===== src/sv/ndag_pkg.sv =====
package ndag_pkg;

  // configuration port
  localparam int CFG_W     = 64;
  localparam int CFG_IDX_W = 2;
  localparam logic [CFG_IDX_W-1:0] CFG_AXIS_COUNT = 2'd0;
  localparam logic [CFG_IDX_W-1:0] CFG_ITER_SIZES = 2'd1;
  localparam logic [CFG_IDX_W-1:0] CFG_STOR_SIZES = 2'd2;
  localparam int AXIS_COUNT_W = 3;

  // request fields
  localparam int AXIS_W = 3;
  localparam logic KIND_EMIT    = 1'b0;
  localparam logic KIND_RESTART = 1'b1;

  // command queue between front and back
  localparam int QUEUE_DEPTH = 2;
  localparam int QPTR_W      = 1;
  localparam int QCNT_W      = 2;

  typedef struct packed {
    logic              restart;
    logic              exhaust;
    logic [AXIS_W-1:0] axis;
  } cmd_t;

endpackage


===== src/sv/ndag_if.sv =====
interface ndag_in_if;
  logic                                valid;
  logic                                ready;
  logic                                kind;
  logic signed [ndag_pkg::AXIS_W-1:0]  advance_axis;

  modport source (output valid, kind, advance_axis, input ready);
  modport sink   (input valid, kind, advance_axis, output ready);
endinterface

interface ndag_out_if #(parameter int ADDR_BITS = 32);
  logic                 valid;
  logic                 ready;
  logic [ADDR_BITS-1:0] address;
  logic                 position_valid;
  logic                 exhausted_after;

  modport source (output valid, address, position_valid, exhausted_after, input ready);
  modport sink   (input valid, address, position_valid, exhausted_after, output ready);
endinterface


===== src/sv/ndag_front.sv =====
module ndag_front #(
  parameter int NW = 3
) (
  input  logic           clk,
  input  logic           rst_n,
  ndag_in_if.sink        in_req,
  input  logic [NW-1:0]  axes_n,
  output ndag_pkg::cmd_t push_cmd,
  output logic           push_vld,
  input  logic           push_rdy
);
  import ndag_pkg::*;

  localparam int CMP_W = ((NW > AXIS_W) ? NW : AXIS_W) + 1;

  cmd_t             cmd_r, cmd_nxt;
  logic             vld_r, vld_nxt;
  logic             neg;
  logic [CMP_W-1:0] adv_u;
  logic [CMP_W-1:0] last_ax;
  logic [CMP_W-1:0] axis_sel;
  logic             take;

  assign in_req.ready = !vld_r || push_rdy;
  assign take         = in_req.valid && in_req.ready;

  // classify: restart, forced exhaustion, or advance clamped to innermost axis
  always_comb begin
    neg      = in_req.advance_axis[AXIS_W-1];
    adv_u    = CMP_W'($unsigned(in_req.advance_axis));
    last_ax  = CMP_W'(axes_n) - CMP_W'(1);
    axis_sel = (adv_u >= CMP_W'(axes_n)) ? last_ax : adv_u;

    cmd_nxt = cmd_r;
    vld_nxt = vld_r && !push_rdy;
    if (take) begin
      cmd_nxt.restart = (in_req.kind == KIND_RESTART);
      cmd_nxt.exhaust = neg;
      cmd_nxt.axis    = AXIS_W'(axis_sel);
      vld_nxt         = 1'b1;
    end
  end

  always_ff @(posedge clk) begin
    if (!rst_n) begin
      vld_r <= 1'b0;
    end else begin
      vld_r <= vld_nxt;
    end
    cmd_r <= cmd_nxt;
  end

  assign push_cmd = cmd_r;
  assign push_vld = vld_r;

endmodule


===== src/sv/ndag_cmdq.sv =====
module ndag_cmdq (
  input  logic           clk,
  input  logic           rst_n,
  input  ndag_pkg::cmd_t push_cmd,
  input  logic           push_vld,
  output logic           push_rdy,
  output ndag_pkg::cmd_t q_cmd,
  output logic           q_vld,
  input  logic           q_pop
);
  import ndag_pkg::*;

  cmd_t              slot_r [QUEUE_DEPTH];
  logic [QPTR_W-1:0] wr_ptr_r, wr_ptr_nxt;
  logic [QPTR_W-1:0] rd_ptr_r, rd_ptr_nxt;
  logic [QCNT_W-1:0] count_r, count_nxt;
  logic              push;
  logic              pop;

  assign push_rdy = (count_r != QCNT_W'(QUEUE_DEPTH));
  assign q_vld    = (count_r != '0);
  assign q_cmd    = slot_r[rd_ptr_r];
  assign push     = push_vld && push_rdy;
  assign pop      = q_pop && q_vld;

  always_comb begin
    wr_ptr_nxt = push ? wr_ptr_r + 1'b1 : wr_ptr_r;
    rd_ptr_nxt = pop ? rd_ptr_r + 1'b1 : rd_ptr_r;
    count_nxt  = count_r + QCNT_W'(push) - QCNT_W'(pop);
  end

  always_ff @(posedge clk) begin
    if (!rst_n) begin
      wr_ptr_r <= '0;
      rd_ptr_r <= '0;
      count_r  <= '0;
    end else begin
      wr_ptr_r <= wr_ptr_nxt;
      rd_ptr_r <= rd_ptr_nxt;
      count_r  <= count_nxt;
    end
    if (push) begin
      slot_r[wr_ptr_r] <= push_cmd;
    end
  end

endmodule


===== src/sv/ndag_back.sv =====
module ndag_back #(
  parameter int MAX_AXES  = 4,
  parameter int SIZE_BITS = 16,
  parameter int ADDR_BITS = 32,
  parameter int NW        = 3,
  parameter int AX_W      = 2
) (
  input  logic                               clk,
  input  logic                               rst_n,
  input  ndag_pkg::cmd_t                     q_cmd,
  input  logic                               q_vld,
  output logic                               q_pop,
  input  logic [NW-1:0]                      axes_n,
  input  logic [MAX_AXES-1:0][SIZE_BITS-1:0] iter_sz,
  input  logic [MAX_AXES-1:0][SIZE_BITS-1:0] stor_sz,
  ndag_out_if.source                         out_res
);
  import ndag_pkg::*;

  localparam int CNT_W = SIZE_BITS + 1;
  localparam int WW    = CNT_W + 1;

  typedef enum logic [1:0] {S_IDLE, S_MAC, S_ADV, S_DONE} state_t;

  state_t                state_r, state_nxt;
  cmd_t                  cmd_r, cmd_nxt;
  logic [AX_W-1:0]       idx_r, idx_nxt;
  logic [ADDR_BITS-1:0]  acc_r, acc_nxt;
  logic                  pv_r, pv_nxt;
  logic [CNT_W-1:0]      cnt_r [MAX_AXES];
  logic [CNT_W-1:0]      cnt_nxt [MAX_AXES];
  logic                  out_vld_r, out_vld_nxt;
  logic [ADDR_BITS-1:0]  addr_o_r, addr_o_nxt;
  logic                  pvo_r, pvo_nxt;
  logic                  exh_r, exh_nxt;

  logic                  ok_now;
  logic                  exh0;
  logic [MAX_AXES-1:0]   wrap;
  logic [CNT_W-1:0]      adv_cnt [MAX_AXES];
  logic                  carry;
  logic [CNT_W-1:0]      cur_cnt;
  logic [SIZE_BITS-1:0]  cur_st;
  logic [ADDR_BITS-1:0]  st_ext;
  logic [ADDR_BITS-1:0]  idx_val;
  logic [ADDR_BITS-1:0]  mac_val;
  logic                  last_axis;

  // every axis in use below its iteration size
  always_comb begin
    ok_now = 1'b1;
    for (int i = 0; i < MAX_AXES; i++) begin
      if ((i < int'(axes_n)) && (cnt_r[i] >= CNT_W'(iter_sz[i]))) begin
        ok_now = 1'b0;
      end
    end
  end

  // odometer step, carry runs from the chosen axis toward axis 0
  always_comb begin
    exh0 = (cnt_r[0] >= CNT_W'(iter_sz[0]));
    for (int i = 0; i < MAX_AXES; i++) begin
      wrap[i] = ((WW'(cnt_r[i]) + WW'(1)) >= WW'(iter_sz[i]));
    end
    adv_cnt = cnt_r;
    carry   = 1'b1;
    if (cmd_r.exhaust) begin
      adv_cnt[0] = CNT_W'(iter_sz[0]) + CNT_W'(1);
    end else if (!exh0) begin
      for (int i = MAX_AXES - 1; i >= 0; i--) begin
        if (carry && (i <= int'(cmd_r.axis))) begin
          if ((i != 0) && wrap[i]) begin
            adv_cnt[i] = '0;
          end else begin
            adv_cnt[i] = cnt_r[i] + CNT_W'(1);
            carry      = 1'b0;
          end
        end
      end
    end
  end

  // one axis per cycle: acc = acc * storage size + broadcast index
  always_comb begin
    cur_cnt   = cnt_r[idx_r];
    cur_st    = stor_sz[idx_r];
    st_ext    = ADDR_BITS'(cur_st);
    idx_val   = (cur_cnt >= CNT_W'(cur_st)) ? '0 : ADDR_BITS'(cur_cnt);
    mac_val   = (idx_r == '0) ? idx_val : (acc_r * st_ext) + idx_val;
    last_axis = ((NW'(idx_r) + NW'(1)) == axes_n);
  end

  always_comb begin
    state_nxt   = state_r;
    cmd_nxt     = cmd_r;
    idx_nxt     = idx_r;
    acc_nxt     = acc_r;
    pv_nxt      = pv_r;
    cnt_nxt     = cnt_r;
    out_vld_nxt = out_vld_r && !out_res.ready;
    addr_o_nxt  = addr_o_r;
    pvo_nxt     = pvo_r;
    exh_nxt     = exh_r;
    q_pop       = 1'b0;
    unique case (state_r)
      S_IDLE: begin
        if (q_vld) begin
          q_pop   = 1'b1;
          cmd_nxt = q_cmd;
          if (q_cmd.restart) begin
            for (int i = 0; i < MAX_AXES; i++) begin
              cnt_nxt[i] = '0;
            end
            acc_nxt   = '0;
            pv_nxt    = 1'b0;
            state_nxt = S_DONE;
          end else begin
            idx_nxt   = '0;
            state_nxt = S_MAC;
          end
        end
      end
      S_MAC: begin
        acc_nxt = mac_val;
        if (last_axis) begin
          state_nxt = S_ADV;
        end else begin
          idx_nxt = idx_r + 1'b1;
        end
      end
      S_ADV: begin
        pv_nxt    = ok_now;
        cnt_nxt   = adv_cnt;
        state_nxt = S_DONE;
      end
      S_DONE: begin
        if (!out_vld_r || out_res.ready) begin
          out_vld_nxt = 1'b1;
          addr_o_nxt  = acc_r;
          pvo_nxt     = pv_r;
          exh_nxt     = !ok_now;
          state_nxt   = S_IDLE;
        end
      end
      default: state_nxt = S_IDLE;
    endcase
  end

  always_ff @(posedge clk) begin
    if (!rst_n) begin
      state_r   <= S_IDLE;
      out_vld_r <= 1'b0;
      for (int i = 0; i < MAX_AXES; i++) begin
        cnt_r[i] <= '0;
      end
    end else begin
      state_r   <= state_nxt;
      out_vld_r <= out_vld_nxt;
      cnt_r     <= cnt_nxt;
    end
    cmd_r    <= cmd_nxt;
    idx_r    <= idx_nxt;
    acc_r    <= acc_nxt;
    pv_r     <= pv_nxt;
    addr_o_r <= addr_o_nxt;
    pvo_r    <= pvo_nxt;
    exh_r    <= exh_nxt;
  end

  assign out_res.valid           = out_vld_r;
  assign out_res.address         = addr_o_r;
  assign out_res.position_valid  = pvo_r;
  assign out_res.exhausted_after = exh_r;

`ifndef SYNTHESIS
  a_done_holds: assert property (@(posedge clk) disable iff (!rst_n)
    (state_r == S_DONE && out_vld_r && !out_res.ready) |=> (state_r == S_DONE))
    else $error("result slot overwritten while a result is pending");

  a_restart_zero: assert property (@(posedge clk) disable iff (!rst_n)
    (state_r == S_IDLE && q_vld && q_cmd.restart) |=>
      (state_r == S_DONE && acc_r == '0 && !pv_r))
    else $error("restart did not produce a zero address");

  a_mac_range: assert property (@(posedge clk) disable iff (!rst_n)
    (state_r == S_MAC) |-> (NW'(idx_r) < axes_n))
    else $error("address walk past the last axis in use");

  a_forced_exhaust: assert property (@(posedge clk) disable iff (!rst_n)
    (state_r == S_ADV && cmd_r.exhaust) |=> (cnt_r[0] > CNT_W'(iter_sz[0])))
    else $error("negative axis did not exhaust axis 0");
`endif

endmodule


===== src/sv/nd_address_generator_unit.sv =====
// N-dimensional address generator with broadcast. Each emit request returns
// the row-major address of the current position over the storage sizes
// (an axis whose counter is at or past its storage size contributes index 0),
// whether that position was inside the iteration sizes, and whether the
// position after the odometer advance is exhausted. A restart request clears
// all axis counters. Requests are decoded and queued up to three deep, so the
// input keeps flowing while the address unit works. The address is built by
// one shared multiply-add unit, one axis per cycle, so an emit request steps
// through pop, one multiply-add per axis, advance and result, and a restart
// through pop and result. Results sit in an output register, so a stalled consumer
// only holds the next result. Write configuration only while the block is idle.
module nd_address_generator_unit #(
  parameter int MAX_AXES  = 4,
  parameter int SIZE_BITS = 16,
  parameter int ADDR_BITS = 32
) (
  input  logic                             clk,
  input  logic                             rst_n,
  input  logic                             cfg_we,
  input  logic [ndag_pkg::CFG_IDX_W-1:0]   cfg_index,
  input  logic [ndag_pkg::CFG_W-1:0]       cfg_data,
  ndag_in_if.sink                          in_req,
  ndag_out_if.source                       out_res
);
  import ndag_pkg::*;

  localparam int NW   = $clog2(MAX_AXES + 1);
  localparam int AX_W = (MAX_AXES > 1) ? $clog2(MAX_AXES) : 1;

  logic [AXIS_COUNT_W-1:0]            axis_count_r;
  logic [CFG_W-1:0]                   iter_sizes_r;
  logic [CFG_W-1:0]                   stor_sizes_r;
  logic [NW-1:0]                      axes_n;
  logic [CFG_W+SIZE_BITS-1:0]         iter_ext;
  logic [CFG_W+SIZE_BITS-1:0]         stor_ext;
  logic [MAX_AXES-1:0][SIZE_BITS-1:0] iter_sz;
  logic [MAX_AXES-1:0][SIZE_BITS-1:0] stor_sz;

  cmd_t push_cmd;
  logic push_vld;
  logic push_rdy;
  cmd_t q_cmd;
  logic q_vld;
  logic q_pop;

  always_ff @(posedge clk) begin
    if (!rst_n) begin
      axis_count_r <= AXIS_COUNT_W'(1);
      iter_sizes_r <= '0;
      stor_sizes_r <= '0;
    end else if (cfg_we) begin
      unique case (cfg_index)
        CFG_AXIS_COUNT: axis_count_r <= cfg_data[AXIS_COUNT_W-1:0];
        CFG_ITER_SIZES: iter_sizes_r <= cfg_data;
        CFG_STOR_SIZES: stor_sizes_r <= cfg_data;
        default: ;
      endcase
    end
  end

  // zero and oversized axis counts clamp into range
  always_comb begin
    if (axis_count_r == '0) begin
      axes_n = NW'(1);
    end else if (int'(axis_count_r) > MAX_AXES) begin
      axes_n = NW'(MAX_AXES);
    end else begin
      axes_n = NW'(axis_count_r);
    end
  end

  // fields lying past bit 63 read as zero
  assign iter_ext = {{SIZE_BITS{1'b0}}, iter_sizes_r};
  assign stor_ext = {{SIZE_BITS{1'b0}}, stor_sizes_r};

  for (genvar g = 0; g < MAX_AXES; g++) begin : g_size
    if (SIZE_BITS * g < CFG_W) begin : g_in
      assign iter_sz[g] = iter_ext[SIZE_BITS*g +: SIZE_BITS];
      assign stor_sz[g] = stor_ext[SIZE_BITS*g +: SIZE_BITS];
    end else begin : g_out
      assign iter_sz[g] = '0;
      assign stor_sz[g] = '0;
    end
  end

  ndag_front #(
    .NW (NW)
  ) u_front (
    .clk      (clk),
    .rst_n    (rst_n),
    .in_req   (in_req),
    .axes_n   (axes_n),
    .push_cmd (push_cmd),
    .push_vld (push_vld),
    .push_rdy (push_rdy)
  );

  ndag_cmdq u_cmdq (
    .clk      (clk),
    .rst_n    (rst_n),
    .push_cmd (push_cmd),
    .push_vld (push_vld),
    .push_rdy (push_rdy),
    .q_cmd    (q_cmd),
    .q_vld    (q_vld),
    .q_pop    (q_pop)
  );

  ndag_back #(
    .MAX_AXES  (MAX_AXES),
    .SIZE_BITS (SIZE_BITS),
    .ADDR_BITS (ADDR_BITS),
    .NW        (NW),
    .AX_W      (AX_W)
  ) u_back (
    .clk     (clk),
    .rst_n   (rst_n),
    .q_cmd   (q_cmd),
    .q_vld   (q_vld),
    .q_pop   (q_pop),
    .axes_n  (axes_n),
    .iter_sz (iter_sz),
    .stor_sz (stor_sz),
    .out_res (out_res)
  );

endmodule


===== src/flat_wrapper.sv =====
// flat-port wrapper written by rule: the top's interface ports become plain ports
module nd_address_generator_unit_flat import ndag_pkg::*;
#(
  parameter int MAX_AXES  = 4,
  parameter int SIZE_BITS = 16,
  parameter int ADDR_BITS = 32
)
  (clk, rst_n, cfg_we, cfg_index, cfg_data, in_req_valid, in_req_kind, in_req_advance_axis, in_req_ready, out_res_valid, out_res_address, out_res_position_valid, out_res_exhausted_after, out_res_ready);
  ndag_in_if in_req_i ();
  ndag_out_if #(.ADDR_BITS(ADDR_BITS)) out_res_i ();
  input  logic clk;
  input  logic rst_n;
  input  logic cfg_we;
  input  logic [ndag_pkg::CFG_IDX_W-1:0] cfg_index;
  input  logic [ndag_pkg::CFG_W-1:0] cfg_data;
  input wire logic [$bits(in_req_i.valid)-1:0] in_req_valid;
  input wire logic [$bits(in_req_i.kind)-1:0] in_req_kind;
  input wire logic [$bits(in_req_i.advance_axis)-1:0] in_req_advance_axis;
  output wire logic [$bits(in_req_i.ready)-1:0] in_req_ready;
  output wire logic [$bits(out_res_i.valid)-1:0] out_res_valid;
  output wire logic [$bits(out_res_i.address)-1:0] out_res_address;
  output wire logic [$bits(out_res_i.position_valid)-1:0] out_res_position_valid;
  output wire logic [$bits(out_res_i.exhausted_after)-1:0] out_res_exhausted_after;
  input wire logic [$bits(out_res_i.ready)-1:0] out_res_ready;
  assign in_req_i.valid = in_req_valid;
  assign in_req_i.kind = in_req_kind;
  assign in_req_i.advance_axis = in_req_advance_axis;
  assign in_req_ready = in_req_i.ready;
  assign out_res_valid = out_res_i.valid;
  assign out_res_address = out_res_i.address;
  assign out_res_position_valid = out_res_i.position_valid;
  assign out_res_exhausted_after = out_res_i.exhausted_after;
  assign out_res_i.ready = out_res_ready;
  nd_address_generator_unit #(.MAX_AXES(MAX_AXES), .SIZE_BITS(SIZE_BITS), .ADDR_BITS(ADDR_BITS)) u_core (.clk(clk), .rst_n(rst_n), .cfg_we(cfg_we), .cfg_index(cfg_index), .cfg_data(cfg_data), .in_req(in_req_i), .out_res(out_res_i));
endmodule

===== config.mk =====
export PLATFORM = sky130hd
export DESIGN_NAME = nd_address_generator_unit_flat
export DESIGN_NICKNAME = d
export VERILOG_FILES = /design/src/sv/ndag_pkg.sv /design/src/sv/ndag_if.sv /design/src/sv/ndag_front.sv /design/src/sv/ndag_cmdq.sv /design/src/sv/ndag_back.sv /design/src/sv/nd_address_generator_unit.sv /design/src/flat_wrapper.sv
export SDC_FILE = /design/constraint.sdc
export NUM_CORES = 2
export LEC_CHECK = 0
export BUFFER_PORTS_ARGS = -buffer_cell sky130_fd_sc_hd__buf_2
export CORE_UTILIZATION = 40
export CTS_CLUSTER_SIZE = 40
export DETAILED_ROUTE_END_ITERATION = 16
export PLACE_DENSITY = 0.58
export SKIP_LAST_GASP = 1
export SLEW_MARGIN = 20
export SYNTH_ARGS = -nofsm -noshare
export SYNTH_HDL_FRONTEND = slang
export SYNTH_SLANG_ARGS = --single-unit

===== constraint.sdc =====
create_clock -name clk -period 22.1 [get_ports clk]
set_clock_uncertainty 0.2 [all_clocks]
set_input_delay 3.315 -clock clk [delete_from_list [all_inputs] [get_ports clk]]
set_output_delay 3.315 -clock clk [all_outputs]
set_load 0.005 [all_outputs]

# == Yosys cells after proc, flatten, opt, wreduce, memory -nomap -nowiden ==
# Memories as Yosys holds them, arrays and structs flattened. A register that Yosys moved wholly into a read port is not among the register bits.
# Cells that the tools add are included.
# op_classes
n_addsub,16
n_mul,1
div,0
magnitude_cmp,19
n_eq_ne,20
shift,0
muxes,63
bitwise,1
n_reduce_logical,38
# ops
cell,n
$mux 68,3
$mux 17,11
$pmux 68 s2,1
$mux 32,3
$ge 17x16->1,5
$add 17x1->17 const B,4
$pmux 32 s2,1
$add 17x1->18 const B,3
$ge 18x16->1,3
$mux 51,1
$bmux 17 s2,1
$add 32x17->32,1
$bmux 16 s2,1
$mul 32x16->32,1
$mux 1,27
$ne 2x2->1 const B,11
$reduce_and 6->1,3
$add 16x1->17 const B,1
$mux 16,1
$mux 2,7
$logic_and 1x1->1,11
$reduce_and 2->1,5
$mux 3,3
$reduce_and 3->1,3
30 further kinds,47
# word_totals
register_bits,285
latchBits,0
ram_bits,10
mem_bits_ro,0
out_inout_bits,36
elab_cells,183
mem_count,1
# memory_table
name,depth,width,rd,rd_ports_with_merged_regs,write_ports,line,rtl
u_core.u_cmdq.slot_r,2,5,1,1,1,ndag_cmdq.sv:13,cmd_t slot_r [QUEUE_DEPTH];

# == Longest topological paths before layout ==
# depth
depth_word,18
mapped_depth,35
depth_no_buf,29

# == Modules after synthesis ==
# A second synthesis with hierarchy kept.
# hier_totals
hier_cells,3145
area_unflattened_um2,28986.6
# by_module_without_submodules
module,instances,cells_each,area_per_inst_um2
ndag_back,1,2573,23054.6
nd_address_generator_unit,1,500,4966.0
ndag_cmdq,1,45,616.8
ndag_front,1,27,349.1

# == Worst setup path after synthesis ==
# OpenSTA, ideal clock, no wires.
# synth_path
kind,reg2reg
start,register u_core.u_back.idx_r[0]
end,register u_core.u_back.acc_r[29] (data pin)
setup_time_ps,255
t_arrival_ps,7883
slack_ps,13761
stages_incl_launch_ff,34
period_less_slack_ps,8339
path_cell_list,edfxtp_1 -> buf_6 -> buf_4 -> buf_1 -> mux4_2 -> inv_1 -> ha_1 -> nand2b_1 -> a21o_1 -> a21o_1 -> a21oi_1 -> nor2b_1 -> o21ai_0 -> a21oi_1 -> o41ai_2 -> clkbuf_1 -> nand2_1 -> fa_1 -> inv_1 -> fa_1 -> fa_1 -> inv_1 -> fa_1 -> inv_1 -> ha_1 -> a2111oi_2 -> o21ai_1 -> a21oi_2 -> a21oi_2 -> a31oi_4 -> o21ai_1 -> o311a_1 -> or3_1 -> and3_1
# synth_via
elab_chain_cells,9
word_cells_on_any_way,13
classes_between,add/sub: 1; mul: 1; order compare: 1; mux: 8; bitwise: 1; reduce/logical: 1
# synth_lines
element,line,rtl
from (decl),ndag_back.sv:27,"logic [AX_W-1:0] idx_r, idx_nxt;"
from (signal assigned),ndag_back.sv:162,idx_r <= idx_nxt;
branches (longest 7 deep; another with $mul 32x16->32),n/a,
$mux 32 (*),ndag_back.sv:89,mac_val = (idx_r == '0) ? idx_val : (acc_r * st_ext) + idx_val;
$pmux 32 s2 (*),ndag_back.sv:105,unique case (state_r)
to (signal assigned),ndag_back.sv:163,acc_r <= acc_nxt;
to (decl),ndag_back.sv:28,"logic [ADDR_BITS-1:0] acc_r, acc_nxt;"
# Every way passes the cells marked *. The select of a mux whose other input is x is not followed.
# A chain may end at the register's enable or synchronous reset.

# == Worst setup path after layout ==
# Ends and elaborated chain as after synthesis.

==> key figures <==
Run status
  – Status: complete, no violations

Clocking
  – CTS buffer count: 38
  – Worst skew pair latency: 0.57 ns
  – Number of clock sinks: 296
  – Hold_buf cts: 0
  – Clock Pin Slew Worst Setup and Hold Paths: 0.06 ns
  – Post-CTS setup buffers: 0
  – Post_cts resized: 0
  – Clk buf depth: 3
  – CTS root buffer: clkbuf_16
  – H-tree depth: 2
  – CTS tree: done

Setup path
  – Worst path required time: 22.22 ns
  – R2r setup slk: 13.22 ns
  – Crit. End Element: flop
  – RR Startpoint: u_core.u_back.idx_r[0]$_SDFFCE_PN0P_
  – Crit path to: u_core.u_back.acc_r[29]$_SDFFCE_PP0P_
  – Top delay family on crit path: adder cells
  – Most common cell on crit path: fa_1
  – R2r endpoint: u_core.u_back.acc_r[29]$_SDFFCE_PP0P_
  – Max stage delay on crit path: 0.94 ns
  – WP buf/inv: 5
  – Critical path startpoint: u_core.u_back.idx_r[0]$_SDFFCE_PN0P_
  – Number of stages on the worst setup path: 30
  – CP Class: flop to flop
  – Arrival @ worst endpoint: 9.00 ns
  – Largest fanout on the critical path: 40
  – Slowest library cell on the worst path: mux4_2
  – R2R cell count: 30
  – Type of element launching the critical path: flop

Placed design
  – Post-DP HPWL: 62.7 mm
  – RePlAce Congestion: 0.878
  – Setup WS pre-CTS: 13.22 ns
  – Dpl cells: 4,156
  – # port buffers: 110

Timing
  – Post-route setup TNS: 0 ns
  – Fmax: 113 MHz
  – Final WS setup: 13.22 ns
  – Final setup fails: 0
  – Ratio of final minimum period to clock period: 0.402
  – Period minus WS final: 8.88 ns
  – Fin. max-slew vios: 0
  – Worst-Margin Slew: 1.11 ns
  – Final hold viol count: 0
  – Max_slew headroom: 0.262
  – Hold_ws: 0.246 ns
  – RSZ-0062 raised after global routing: no

Route
  – DR WL/cell: 19.9 um
  – 1st-iter DRT viols: 1,574
  – Drt first pass iters: 6
  – Vias per cell: 5.23
  – DRC: 0
  – Routed WL: 84.2 mm
  – Via count: 22,100
  – Post-DRT Antenna Nets: 0

Final layout
  – # nets final: 3,878
  – Synth-to-Final Area Change: 9.63%
  – Final Non-Filler Cells: 4,227
  – Fillers: 6,951
  – Final Util: 0.445
  – Layout cells sized above 1: 0.0934

Synth
  – Synthesis-stage register bit count: 296
  – Syn Nets: 3,840
  – Post-synth EDFFs: 88
  – Ys Warns: 0
  – Top FF cell, synth: dfxtp_1
  – Area of the mapped netlist: 28,600 um^2
  – Seq/Total Area, Yosys: 0.238
  – Yosys cell types: 95
  – Synth async-reset ratio: 0
  – Cells after Synth: 3,218
  – Top cell type's share of synthesized area: 0.224
  – Post-synth top cells: nand2_1, inv_1, fa_1, ha_1, dfxtp_1
  – Synth area leader: fa_1
  – Synthesized area per cell: 8.88 um^2
  – Most frequent cell after synthesis: nand2_1
  – Top post-synthesis cells by area: fa_1, dfxtp_1, ha_1

Power
  – Pleak: 13.9 nW
  – NetSw: 1.09 mW
  – Maximum vdd ir drop: 0.0569 mV
  – Pwr dens: 81.6 nW/um^2
  – Clock power frac: 0.262
  – Switching share of power: 0.428
  – P_int: 1.46 mW
  – Combinational power share: 0.441
  – Seq pwr share: 0.296

GRT
  – Gr usage total: 0.237
  – Largest net degree at the start of global routing: 79
  – Gr ovfl total: 0
  – Number of global-route vias before repair: 22,500
  – First-pass GRT wire length: 133 mm
  – Antenna violations before repair: 2

Floorplanning
  – Core Region: 70,400 um^2
  – # rows: 97
  – Initial Utilization: 0.406
  – I/O Pins: 111
  – Die Y: 269 um
  – Die X: 269 um
  – Die ar.: 72,500 um^2

Flow run
  – Total of max-cap violations: 0

Min path
  – Worst Hold Class: flop to flop
-- sequential cells by signal (all words and copies together), names as in the netlist, 2 cells and up, named ones only --
signal,flops
u_core.u_back.cnt_r,68
u_core.iter_sizes_r,64
u_core.stor_sizes_r,64
u_core.u_back.acc_r,32
u_core.u_back.out_res.address,32
u_core.u_cmdq.slot_r,10
u_core.u_front.push_cmd,5
u_core.u_back.cmd_r,4
u_core.axis_count_r,3
u_core.u_back.idx_r,2
u_core.u_back.state_r,2
u_core.u_cmdq.count_r,2
-- kinds of logic (layout without fill, tap and decap cells) --
logic type / Yosys count / in the layout / share of synthesized area
multiplexers: 77 / 77 / 0.0421
buffers and inverters: 663 / 731 / 0.0906
flip-flops: 296 / 296 / 0.238
other: 1 / 2 / 0.000131
adder cells (fa/ha/maj): 547 / 547 / 0.324
AO/OA/AOI/OAI: 432 / 432 / 0.0963
AND/OR/NAND/NOR: 1097 / 1097 / 0.176
XOR/XNOR: 105 / 105 / 0.0325
-- placed cells by master, fill, tap and decap left out, types with 7 or more instances in the layout --
| cell type | count |
|---|---|
| nor4_1 | 7 |
| inv_1 | 514 |
| ha_1 | 227 |
| fa_1 | 320 |
| buf_4 | 34 |
| a21o_1 | 40 |
| nor2b_1 | 19 |
| dfxtp_1 | 208 |
| a21oi_1 | 199 |
| mux4_2 | 29 |
| o211ai_1 | 7 |
| a21boi_0 | 7 |
| nor3_1 | 21 |
| a211oi_1 | 11 |
| a32o_1 | 14 |
| nand4_1 | 34 |
| nand3_1 | 39 |
| buf_2 | 110 |
| and3_1 | 18 |
| nand2_1 | 667 |
| nor2_1 | 87 |
| and2_1 | 127 |
| xnor2_1 | 71 |
| or3_1 | 7 |
| nand3b_1 | 7 |
| mux2i_1 | 34 |
| clkbuf_16 | 40 |
| inv_6 | 7 |
| edfxtp_1 | 88 |
| o21a_1 | 17 |
| xor2_1 | 33 |
| nand2b_1 | 20 |
| o21ai_0 | 61 |
| mux2_2 | 8 |
| o31ai_1 | 7 |
-- stage by stage --
stage / instance area, um^2 / power (mW)
2_1_floorplan: 28600 / 1.53
3_3_place_gp: 29900 / 1.88
3_5_place_dp: 30000 / 1.89
4_1_cts: 31300 / 2.57
5_1_grt: 31300 / 2.74
6_report: 31300 / 2.56
-- how the worst min path moves through the flow --
stage | startpoint | to | slack, ns | cells past startpoint
after floorplan | u_core.u_back.pv_r$_SDFFCE_PN0P_ | u_core.u_back.out_res.position_valid$_DFFE_PP_ | 0.20 | 0
after global placement | u_core.u_back.pv_r$_SDFFCE_PN0P_ | u_core.u_back.out_res.position_valid$_DFFE_PP_ | 0.23 | 0
after detailed placement | u_core.u_front.push_cmd[3]$_DFFE_PP_ | u_core.u_cmdq.slot_r[1][3]$_DFFE_PP_ | 0.23 | 0
after CTS | u_core.u_front.push_cmd[3]$_DFFE_PP_ | u_core.u_cmdq.slot_r[0][3]$_DFFE_PP_ | 0.24 | 0
after global routing | u_core.u_front.push_cmd[3]$_DFFE_PP_ | u_core.u_cmdq.slot_r[0][3]$_DFFE_PP_ | 0.25 | 0
final | u_core.u_front.push_cmd[3]$_DFFE_PP_ | u_core.u_cmdq.slot_r[0][3]$_DFFE_PP_ | 0.25 | 0
-- final cells by class --
class | instances | area (um^2) | area share
Inverter | 515 | 1940 | 0.0618
Antenna cell | 1 | 2.50 | 0.0000799
Clock inverter | 21 | 251 | 0.00803
Multi-Input combinational cell | 2259 | 19200 | 0.613
Timing Repair Buffer | 146 | 848 | 0.0271
Clock buffer | 49 | 1080 | 0.0346
Tap cell | 940 | 1180 | 0.0376
Sequential cell | 296 | 6810 | 0.217
-- per-layer routing --
metal | part of all wire | GRT usage
met4 | 0.031 | 0.0738
met3 | 0.061 | 0.0378
met2 | 0.47 | 0.388
met5 | 0.00014 | 0
met1 | 0.44 | 0.318
-- power by group through the flow --
| stage | Sequential [mW] | Combinational (mW) | Clock [mW] |
|---|---|---|---|
| final | 0.758 | 1.13 | 0.671 |
| after global routing | 0.762 | 1.27 | 0.705 |
| after CTS | 0.754 | 1.14 | 0.683 |
| after detailed placement | 0.764 | 1.13 | 0 |
| after global placement | 0.766 | 1.12 | 0 |
| after floorplan | 0.681 | 0.852 | 0 |
No activity file was read; power rests on OpenSTA's default activity.
